## src/hw/rtl/usf_pkg.sv

```systemverilog
// Shared types, character codes and helpers for the URL span finder.
// No dependencies; front, queue, back, top, checker and bench refer to it by scope.
package usf_pkg;

    localparam int MAX_LINE_LEN_DEFAULT = 4096;
    localparam int HIST_DEPTH           = 5;
    localparam int QUEUE_DEPTH          = 2;

    localparam logic [15:0] CH_COLON = 16'd58;
    localparam logic [15:0] CH_H     = 16'd104;
    localparam logic [15:0] CH_T     = 16'd116;
    localparam logic [15:0] CH_P     = 16'd112;
    localparam logic [15:0] CH_S     = 16'd115;
    localparam logic [15:0] CH_F     = 16'd102;
    localparam logic [15:0] CH_TILDE = 16'd126;
    localparam logic [15:0] CH_UNDER = 16'd95;
    localparam logic [15:0] CH_BANG  = 16'd33;
    localparam logic [15:0] CH_EQ    = 16'd61;
    localparam logic [15:0] CH_STAR  = 16'd42;
    localparam logic [15:0] CH_QUEST = 16'd63;
    localparam logic [15:0] CH_HASH  = 16'd35;

    localparam logic [2:0] LEN_NONE  = 3'd0;
    localparam logic [2:0] LEN_FTP   = 3'd4;
    localparam logic [2:0] LEN_HTTP  = 3'd5;
    localparam logic [2:0] LEN_HTTPS = 3'd6;

    typedef struct packed {
        logic [15:0] ch;
        logic [12:0] search_from;
        logic        last_of_line;
    } in_item_t;

    typedef struct packed {
        logic        found;
        logic [11:0] span_begin;
        logic [12:0] span_end;
        logic        line_done;
    } out_item_t;

    function automatic logic is_url_char(input logic [15:0] c);
        logic hit;
        hit = (c == CH_TILDE) || (c == CH_UNDER) || (c == CH_BANG) || (c == CH_EQ) ||
              (c == CH_STAR) || (c == CH_QUEST) || (c == CH_HASH) ||
              (c >= 16'd97 && c <= 16'd122) || (c >= 16'd65 && c <= 16'd90) ||
              (c >= 16'd44 && c <= 16'd59) || (c >= 16'd36 && c <= 16'd38);
        return hit;
    endfunction

endpackage

```

## src/hw/rtl/usf_chan_if.sv

```systemverilog
// Valid/ready channel carrying one request payload of a given type.
// Depends on nothing; payload types come from usf_pkg at the instance.
interface usf_chan_if #(parameter type payload_t = logic);
    logic     valid;
    logic     ready;
    payload_t payload;

    modport source (output valid, output payload, input ready);
    modport sink   (input valid, input payload, output ready);
endinterface

```

## src/hw/rtl/usf_front.sv

```systemverilog
// Front end: accepts characters, tracks line position and history, and
// classifies each character for the back end. Depends on usf_pkg, usf_chan_if.
module usf_front #(
    parameter int  MAX_LEN = usf_pkg::MAX_LINE_LEN_DEFAULT,
    parameter int  POS_W   = $clog2(MAX_LEN + 1),
    parameter type cls_t   = logic
) (
    input  logic        clk,
    input  logic        rst_n,
    usf_chan_if.sink    chars,
    input  logic        q_full,
    output logic        q_push,
    output cls_t        q_entry
);

    localparam int CMP_W = (POS_W > 13) ? POS_W : 13;

    logic [POS_W-1:0] pos_reg, pos_next;
    logic [15:0]      hist_reg [usf_pkg::HIST_DEPTH];
    logic [15:0]      hist_next [usf_pkg::HIST_DEPTH];

    logic [15:0]      c;
    logic             below_cap;
    logic [POS_W-1:0] pos_inc;
    logic [POS_W-1:0] start_pos;
    logic [2:0]       len;
    logic             match_https, match_http, match_ftp;

    always_comb
    begin
        c         = chars.payload.ch;
        below_cap = (pos_reg != POS_W'(MAX_LEN));
        pos_inc   = pos_reg + POS_W'(1);

        match_https = (hist_reg[0] == usf_pkg::CH_S) && (hist_reg[1] == usf_pkg::CH_P) &&
                      (hist_reg[2] == usf_pkg::CH_T) && (hist_reg[3] == usf_pkg::CH_T) &&
                      (hist_reg[4] == usf_pkg::CH_H);
        match_http  = (hist_reg[0] == usf_pkg::CH_P) && (hist_reg[1] == usf_pkg::CH_T) &&
                      (hist_reg[2] == usf_pkg::CH_T) && (hist_reg[3] == usf_pkg::CH_H);
        match_ftp   = (hist_reg[0] == usf_pkg::CH_P) && (hist_reg[1] == usf_pkg::CH_T) &&
                      (hist_reg[2] == usf_pkg::CH_F);

        if (c != usf_pkg::CH_COLON)
            len = usf_pkg::LEN_NONE;
        else if (match_https)
            len = usf_pkg::LEN_HTTPS;
        else if (match_http)
            len = usf_pkg::LEN_HTTP;
        else if (match_ftp)
            len = usf_pkg::LEN_FTP;
        else
            len = usf_pkg::LEN_NONE;

        start_pos = pos_inc - POS_W'(len);

        q_entry.url_char = usf_pkg::is_url_char(c);
        // A prefix counts only below the saturated position and when it fits in the line.
        q_entry.pfx_ok   = below_cap && (len != usf_pkg::LEN_NONE) &&
                           (pos_inc >= POS_W'(len));
        q_entry.from_ok  = (CMP_W'(start_pos) >= CMP_W'(chars.payload.search_from));
        q_entry.last     = chars.payload.last_of_line;
        q_entry.start_pos = start_pos;
        q_entry.at_pos    = pos_reg;
        q_entry.past_pos  = below_cap ? pos_inc : pos_reg;

        chars.ready = !q_full;
        q_push      = chars.valid && !q_full;

        pos_next  = pos_reg;
        hist_next = hist_reg;
        if (q_push)
        begin
            if (chars.payload.last_of_line)
            begin
                pos_next = '0;
                for (int k = 0; k < usf_pkg::HIST_DEPTH; k++)
                    hist_next[k] = '0;
            end
            else
            begin
                pos_next = q_entry.past_pos;
                for (int k = usf_pkg::HIST_DEPTH - 1; k > 0; k--)
                    hist_next[k] = hist_reg[k - 1];
                hist_next[0] = c;
            end
        end
    end

    always_ff @(posedge clk or negedge rst_n)
    begin
        if (!rst_n)
        begin
            pos_reg <= '0;
            for (int k = 0; k < usf_pkg::HIST_DEPTH; k++)
                hist_reg[k] <= '0;
        end
        else
        begin
            pos_reg  <= pos_next;
            hist_reg <= hist_next;
        end
    end

endmodule

```

## src/hw/rtl/usf_queue.sv

```systemverilog
// Short queue of classified characters between front and back end.
// Depends on usf_pkg for its depth.
module usf_queue #(
    parameter type entry_t = logic
) (
    input  logic   clk,
    input  logic   rst_n,
    input  logic   push,
    input  entry_t push_entry,
    output logic   full,
    input  logic   pop,
    output logic   valid,
    output entry_t pop_entry
);

    localparam int DEPTH = usf_pkg::QUEUE_DEPTH;
    localparam int PTR_W = (DEPTH > 1) ? $clog2(DEPTH) : 1;
    localparam int CNT_W = $clog2(DEPTH + 1);
    localparam logic [PTR_W-1:0] LAST_SLOT = PTR_W'(DEPTH - 1);

    entry_t           slots_reg [DEPTH];
    logic [PTR_W-1:0] wr_ptr_reg, wr_ptr_next;
    logic [PTR_W-1:0] rd_ptr_reg, rd_ptr_next;
    logic [CNT_W-1:0] count_reg, count_next;

    always_comb
    begin
        valid     = (count_reg != '0);
        full      = (count_reg == CNT_W'(DEPTH));
        pop_entry = slots_reg[rd_ptr_reg];

        wr_ptr_next = wr_ptr_reg;
        if (push)
            wr_ptr_next = (wr_ptr_reg == LAST_SLOT) ? '0 : wr_ptr_reg + PTR_W'(1);
        rd_ptr_next = rd_ptr_reg;
        if (pop)
            rd_ptr_next = (rd_ptr_reg == LAST_SLOT) ? '0 : rd_ptr_reg + PTR_W'(1);

        case ({push, pop})
            2'b10:   count_next = count_reg + CNT_W'(1);
            2'b01:   count_next = count_reg - CNT_W'(1);
            default: count_next = count_reg;
        endcase
    end

    always_ff @(posedge clk or negedge rst_n)
    begin
        if (!rst_n)
        begin
            wr_ptr_reg <= '0;
            rd_ptr_reg <= '0;
            count_reg  <= '0;
        end
        else
        begin
            wr_ptr_reg <= wr_ptr_next;
            rd_ptr_reg <= rd_ptr_next;
            count_reg  <= count_next;
        end
    end

    always_ff @(posedge clk)
    begin
        if (push)
            slots_reg[wr_ptr_reg] <= push_entry;
    end

endmodule

```

## src/hw/rtl/usf_back.sv

```systemverilog
// Back end: keeps the open-URL state, decides span results and holds them
// in the output register. Depends on usf_pkg and usf_chan_if.
module usf_back #(
    parameter int  POS_W = 13,
    parameter type cls_t = logic
) (
    input  logic        clk,
    input  logic        rst_n,
    input  logic        q_valid,
    input  cls_t        q_entry,
    output logic        q_pop,
    usf_chan_if.source  spans
);

    localparam int CMP_W = (POS_W > 13) ? POS_W : 13;

    logic                in_url_reg, in_url_next;
    logic [11:0]         open_begin_reg, open_begin_next;
    logic [POS_W-1:0]    scan_floor_reg, scan_floor_next;
    logic                out_valid_reg, out_valid_next;
    usf_pkg::out_item_t  out_reg, out_next;

    logic             can_load;
    logic             closing, opening, url_now, emit;
    logic [11:0]      begin_now;
    logic [CMP_W-1:0] start_x, at_x, past_x;

    always_comb
    begin
        start_x = CMP_W'(q_entry.start_pos);
        at_x    = CMP_W'(q_entry.at_pos);
        past_x  = CMP_W'(q_entry.past_pos);

        can_load = !out_valid_reg || spans.ready;
        q_pop    = q_valid && can_load;

        closing = in_url_reg && !q_entry.url_char;
        // A prefix opens a URL only outside an open one and past the last span.
        opening = !in_url_reg && q_entry.pfx_ok && q_entry.from_ok &&
                  (q_entry.start_pos >= scan_floor_reg);
        url_now   = opening || (in_url_reg && !closing);
        begin_now = opening ? start_x[11:0] : open_begin_reg;
        emit      = closing || q_entry.last;

        out_next.found      = closing || url_now;
        out_next.span_begin = (closing || url_now) ? begin_now : 12'd0;
        out_next.span_end   = closing ? at_x[12:0] : (url_now ? past_x[12:0] : 13'd0);
        out_next.line_done  = q_entry.last;

        in_url_next     = in_url_reg;
        open_begin_next = open_begin_reg;
        scan_floor_next = scan_floor_reg;
        if (q_pop)
        begin
            in_url_next     = q_entry.last ? 1'b0 : url_now;
            open_begin_next = begin_now;
            if (q_entry.last)
                scan_floor_next = '0;
            else if (closing)
                scan_floor_next = q_entry.at_pos;
        end

        if (q_pop && emit)
            out_valid_next = 1'b1;
        else if (spans.ready)
            out_valid_next = 1'b0;
        else
            out_valid_next = out_valid_reg;

        spans.valid   = out_valid_reg;
        spans.payload = out_reg;
    end

    always_ff @(posedge clk or negedge rst_n)
    begin
        if (!rst_n)
        begin
            in_url_reg     <= 1'b0;
            open_begin_reg <= '0;
            scan_floor_reg <= '0;
            out_valid_reg  <= 1'b0;
        end
        else
        begin
            in_url_reg     <= in_url_next;
            open_begin_reg <= open_begin_next;
            scan_floor_reg <= scan_floor_next;
            out_valid_reg  <= out_valid_next;
        end
    end

    always_ff @(posedge clk)
    begin
        if (q_pop && emit)
            out_reg <= out_next;
    end

endmodule

```

## src/hw/rtl/url_span_finder.sv

```systemverilog
// URL span finder top level: front end, queue and back end wired together.
// Depends on usf_pkg, usf_chan_if, usf_front, usf_queue and usf_back.
//
// Usage: characters of one text line arrive on the chars channel, one
// request each, with search_from and last_of_line. Every URL span that
// closes is sent on the spans channel with found=1; the final character of
// a line always yields the line's last result with line_done=1 (found=0 if
// no URL was open). Lines without characters give nothing.
// Throughput: one character per cycle while the queue has room, set by the
// per-character compare and class test in the front end and the single
// open-URL update in the back end. A result is registered in a queue slot,
// then in the output register, before it turns valid.
// Reset clears the line position, character history, open-URL state, queue
// pointers and count, and output valid flag; the block accepts right away.
// When the receiver stalls the result holds in the output register, the
// back end stops, the two-entry queue fills, and then chars.ready drops.
module url_span_finder #(
    parameter int MAX_LINE_LEN = usf_pkg::MAX_LINE_LEN_DEFAULT
) (
    input  logic        clk,
    input  logic        rst_n,
    usf_chan_if.sink    chars,
    usf_chan_if.source  spans
);

    localparam int POS_W = $clog2(MAX_LINE_LEN + 1);

    typedef struct packed {
        logic             url_char;
        logic             pfx_ok;
        logic             from_ok;
        logic             last;
        logic [POS_W-1:0] start_pos;
        logic [POS_W-1:0] at_pos;
        logic [POS_W-1:0] past_pos;
    } cls_t;

    logic q_push, q_full, q_pop, q_valid;
    cls_t push_entry, pop_entry;

    usf_front #(
        .MAX_LEN (MAX_LINE_LEN),
        .POS_W   (POS_W),
        .cls_t   (cls_t)
    ) u_front (
        .clk     (clk),
        .rst_n   (rst_n),
        .chars   (chars),
        .q_full  (q_full),
        .q_push  (q_push),
        .q_entry (push_entry)
    );

    usf_queue #(
        .entry_t (cls_t)
    ) u_queue (
        .clk        (clk),
        .rst_n      (rst_n),
        .push       (q_push),
        .push_entry (push_entry),
        .full       (q_full),
        .pop        (q_pop),
        .valid      (q_valid),
        .pop_entry  (pop_entry)
    );

    usf_back #(
        .POS_W (POS_W),
        .cls_t (cls_t)
    ) u_back (
        .clk     (clk),
        .rst_n   (rst_n),
        .q_valid (q_valid),
        .q_entry (pop_entry),
        .q_pop   (q_pop),
        .spans   (spans)
    );

endmodule

```

## src/flat_wrapper.sv

```systemverilog
// flat-port wrapper written by rule: the top's interface ports become plain ports
module url_span_finder_flat 
#(
    parameter int MAX_LINE_LEN = usf_pkg::MAX_LINE_LEN_DEFAULT
)
  (clk, rst_n, chars_valid, chars_payload, chars_ready, spans_valid, spans_payload, spans_ready);
  usf_chan_if #(.payload_t(usf_pkg::in_item_t)) chars_i ();
  usf_chan_if #(.payload_t(usf_pkg::out_item_t)) spans_i ();
  input  logic clk;
  input  logic rst_n;
  input wire logic [$bits(chars_i.valid)-1:0] chars_valid;
  input wire logic [$bits(chars_i.payload)-1:0] chars_payload;
  output wire logic [$bits(chars_i.ready)-1:0] chars_ready;
  output wire logic [$bits(spans_i.valid)-1:0] spans_valid;
  output wire logic [$bits(spans_i.payload)-1:0] spans_payload;
  input wire logic [$bits(spans_i.ready)-1:0] spans_ready;
  assign chars_i.valid = chars_valid;
  assign chars_i.payload = chars_payload;
  assign chars_ready = chars_i.ready;
  assign spans_valid = spans_i.valid;
  assign spans_payload = spans_i.payload;
  assign spans_i.ready = spans_ready;
  url_span_finder #(.MAX_LINE_LEN(MAX_LINE_LEN)) u_core (.clk(clk), .rst_n(rst_n), .chars(chars_i), .spans(spans_i));
endmodule
```

## config.mk

```make
export PLATFORM = sky130hd
export DESIGN_NAME = url_span_finder_flat
export DESIGN_NICKNAME = d
export VERILOG_FILES = /design/src/hw/rtl/usf_pkg.sv /design/src/hw/rtl/usf_chan_if.sv /design/src/hw/rtl/usf_front.sv /design/src/hw/rtl/usf_queue.sv /design/src/hw/rtl/usf_back.sv /design/src/hw/rtl/url_span_finder.sv /design/src/flat_wrapper.sv
export SDC_FILE = /design/constraint.sdc
export NUM_CORES = 1
export LEC_CHECK = 0
export BUFFER_PORTS_ARGS = -buffer_cell sky130_fd_sc_hd__buf_2
export CORE_UTILIZATION = 66
export CTS_CLUSTER_SIZE = 20
export DETAILED_ROUTE_END_ITERATION = 10
export PLACE_DENSITY = 0.86
export SETUP_SLACK_MARGIN = 0.5
export SLEW_MARGIN = 10
export SYNTH_ARGS = -nofsm -noshare
export SYNTH_HDL_FRONTEND = slang
export SYNTH_SLANG_ARGS = --single-unit
```

## constraint.sdc

```tcl
create_clock -name clk -period 10.85 [get_ports clk]
set_clock_uncertainty 0.05 [all_clocks]
set_input_delay 1.6275 -clock clk [delete_from_list [all_inputs] [get_ports clk]]
set_output_delay 1.6275 -clock clk [all_outputs]
set_load 0.01 [all_outputs]
```

==> impl_metrics.env <==
export IMPL_cap_violations=0
export IMPL_min_period_over_period=0.5255
export IMPL_highest_layer="met4"
export IMPL_yosysUniqueCellTypes=60
export IMPL_grt_antenna_before_repair=0
export IMPL_met1_length_um=9656
export IMPL_avgSynthCellArea_um2=11.11
export IMPL_n_fill_cell=1071
export IMPL_grt_overflow=0
export IMPL_ys_seq_elements=237
export IMPL_hold_buffers=0
export IMPL_status="completed"
export IMPL_power_leakage_nw=5.225
export IMPL_nNetsFinal=1133
export IMPL_cts_resized=0
export IMPL_worst_path_buf_inv=2
export IMPL_synthCells=1026
export IMPL_met2WireLength_um=12820
export IMPL_postRouteWirelength_um=25120
export IMPL_p_per_area_nw_per_um2=262.8
export IMPL_portBuffers=62
export IMPL_hold_class="reg -> reg"
export IMPL_largest_register_ffs=86
export IMPL_ir_worst_vdd_mv=0.1753
export IMPL_post_cts_buffers=0
export IMPL_core_um2=16700
export IMPL_crit_path_end_kind="register"
export IMPL_critPathSlowestCell="nor4_1"
export IMPL_vias=7978
export IMPL_fmax_mhz=175.4
export IMPL_yosys_warnings=0
export IMPL_drt_iter0_markers=597
export IMPL_cp_top_family="simple AND/OR/NAND/NOR gates"
export IMPL_drv_slew=0
export IMPL_initial_core_util=0.6828
export IMPL_rsz0062_at_grt="no"
export IMPL_final_hold_viol_count=0
export IMPL_layout_commonest_cell="nand2_1"
export IMPL_worstMarginPinSlew_ns=1.165
export IMPL_hp_start="u_core.u_front.hist_reg[5]"
export IMPL_row_count=47
export IMPL_ff_latch_area_um2=6497
export IMPL_ys_seq_area_frac=0.5697
export IMPL_layout_common_cells="nand2_1, o21ai_0, dfrtp_1"
export IMPL_path_class="in -> reg"
export IMPL_async_flop_share=0.5232
export IMPL_arrival_ns=5.91
export IMPL_htreeDepth=1
export IMPL_routedWlPerCell_um=19.26
export IMPL_finalCriticalPeriod_ns=5.702
export IMPL_clk_pin_slew_worst_paths_ns=0.06
export IMPL_setup_violations=0
export IMPL_num_antenna_cells=0
export IMPL_clockRootBuffer="clkbuf_16"
export IMPL_r2r_start="u_core.u_front.hist_reg[71]"
export IMPL_holdWs_ns=0.4279
export IMPL_grt_pass1_wl_um=40260
export IMPL_synth_flop_cell="dfrtp_1"
export IMPL_synth_edf_count=113
export IMPL_die_area_um2=17810
export IMPL_die_y_um=133.4
export IMPL_gp_congestion=0.8619
export IMPL_multi_input_area_um2=4528
export IMPL_cts_tree="yes"
export IMPL_first_global_vias=7894
export IMPL_dr_wl_met3_um=1405
export IMPL_drive_gt1_frac=0.1439
export IMPL_utilization=0.7548
export IMPL_worstSetupStartpointType="primary input"
export IMPL_die_x_um=133.4
export IMPL_grt_use_total=0.2926
export IMPL_crit_fanout=5
export IMPL_dr_pass1_iters=5
export IMPL_grt_max_degree=112
export IMPL_tns_ns=0
export IMPL_required_ns=11.05
export IMPL_area_growth_syn_to_layout_pct=10.54
export IMPL_syn_area_um2=11400
export IMPL_clkLatencyLatePin_ns=0.52
export IMPL_cts_buffers=25
export IMPL_crit_path_start="chars_payload[26]"
export IMPL_synthesis_nets=1093
export IMPL_boundaryPins=63
export IMPL_clkSinkCount=237
export IMPL_vias_per_cell=6.118
export IMPL_drcViolationCount=0
export IMPL_slew_headroom=0.2206
export IMPL_hpwl_um=16410
export IMPL_cpPeakStageDelay_ns=0.57
export IMPL_path_cells="buf_2 -> nor4_1 -> nand3_1 -> nor4_2 -> nand3_1 -> nor4_1 -> ha_1 -> inv_1 -> fa_1 -> a21oi_1 -> nand2_1 -> xnor2_1 -> ha_1 -> and3_1 -> a221o_1 -> a21oi_1 -> o21bai_1"
export IMPL_clockBufferDepth=3
export IMPL_postRouteAntennaNets=0
## final timing paths
| kind | end | slack, ns | cells after the start |
|---|---|---|---|
| worst max-delay path | u_core.u_queue.slots_reg[1][40] | 5.15 | 17 |
| worst min-delay path | u_core.u_front.hist_reg[5] | 0.43 | 2 |
| worst max register to register | u_core.u_queue.slots_reg[1][40] | 6.05 | 16 |
| worst min register to register | u_core.u_front.hist_reg[5] | 0.43 | 2 |
| max in group asynchronous | u_core.u_front.hist_reg[75] | 8.24 | 2 |
| min in group asynchronous | u_core.u_back.open_begin_reg[4] | 1.10 | 1 |
## through the flow
step / instances / worst slack (ns) / area, um^2 / total power (W)
2_1_floorplan: 1026 / 5.649 / 11400 / 0.002172
3_5_place_dp: 1259 / 4.737 / 11820 / 0.002495
3_3_place_gp: 1259 / 4.962 / 11820 / 0.002436
4_1_cts: 1304 / 5.219 / 12610 / 0.003315
6_report: 1304 / 5.148 / 12610 / 0.003312
5_1_grt: 1304 / 4.843 / 12610 / 0.003492
## worst reg2reg max path, stage by stage, from the launching register on
cell and delay [ns]:
dfrtp_1 0.39, nor4bb_1 0.40, nand4_1 0.16, nor4_2 0.49, nand3_1 0.19, nor4_1 0.36
ha_1 0.20, inv_1 0.06, fa_1 0.41, a21oi_1 0.42, nand2_1 0.14, xnor2_1 0.25
ha_1 0.31, and3_1 0.19, a221o_1 0.31, a21oi_1 0.13, o21bai_1 0.09
## power breakdown
part	total [W]	leakage (nW)	internal, W	switching (W)
Combinational	0.00108	2.11	0.000416	0.000661
Clock	0.000804	0.382	0.000480	0.000325
Sequential	0.00143	2.74	0.00128	0.000151
## logic make-up (layout without fill, tap and decap cells)
family          count (synthesis)  in the layout  synth area share
compound gates                202            202            0.1046
mux                            80             80           0.07691
buf+inv                        98            156           0.03467
fa+ha+maj                      33             33           0.03687
simple gates                  348            348            0.1558
xor+xnor                       28             28           0.02150
flops                         237            237            0.5697
## synthesized netlist by cell type, types with 10 or more instances
| cell | number | area (um^2) |
|---|---|---|
| inv_1 | 42 | 157.7 |
| ha_1 | 32 | 400.4 |
| xor2_1 | 10 | 87.58 |
| and3_1 | 10 | 62.56 |
| mux2i_1 | 43 | 430.4 |
| mux2_2 | 29 | 326.6 |
| dfrtp_1 | 124 | 3103 |
| nor2_1 | 23 | 86.33 |
| o21ai_0 | 131 | 655.6 |
| nand4_1 | 13 | 81.33 |
| edfxtp_1 | 113 | 3393 |
| nand3_1 | 14 | 70.07 |
| o22ai_1 | 13 | 81.33 |
| nand2b_1 | 83 | 519.3 |
| o211ai_1 | 13 | 97.59 |
| nand2_1 | 154 | 578.1 |
| xnor2_1 | 18 | 157.7 |
| clkbuf_1 | 37 | 138.9 |
| a21oi_1 | 15 | 75.07 |
## metal layers
metal  vias up  track usage
met5         -            0
met4         0       0.1610
met3        92      0.04072
met2       335       0.5072
met1      3842       0.3542
li1       3709            -
## cell type report
type / count / area share
clock inverter: 1 / 0.0003970
inverter: 42 / 0.01251
multi-input combinational: 691 / 0.3592
clock buffer: 44 / 0.06164
tap: 220 / 0.02184
timing repair buffer: 69 / 0.02898
sequential: 237 / 0.5154
(Power assumes the default switching activity.)
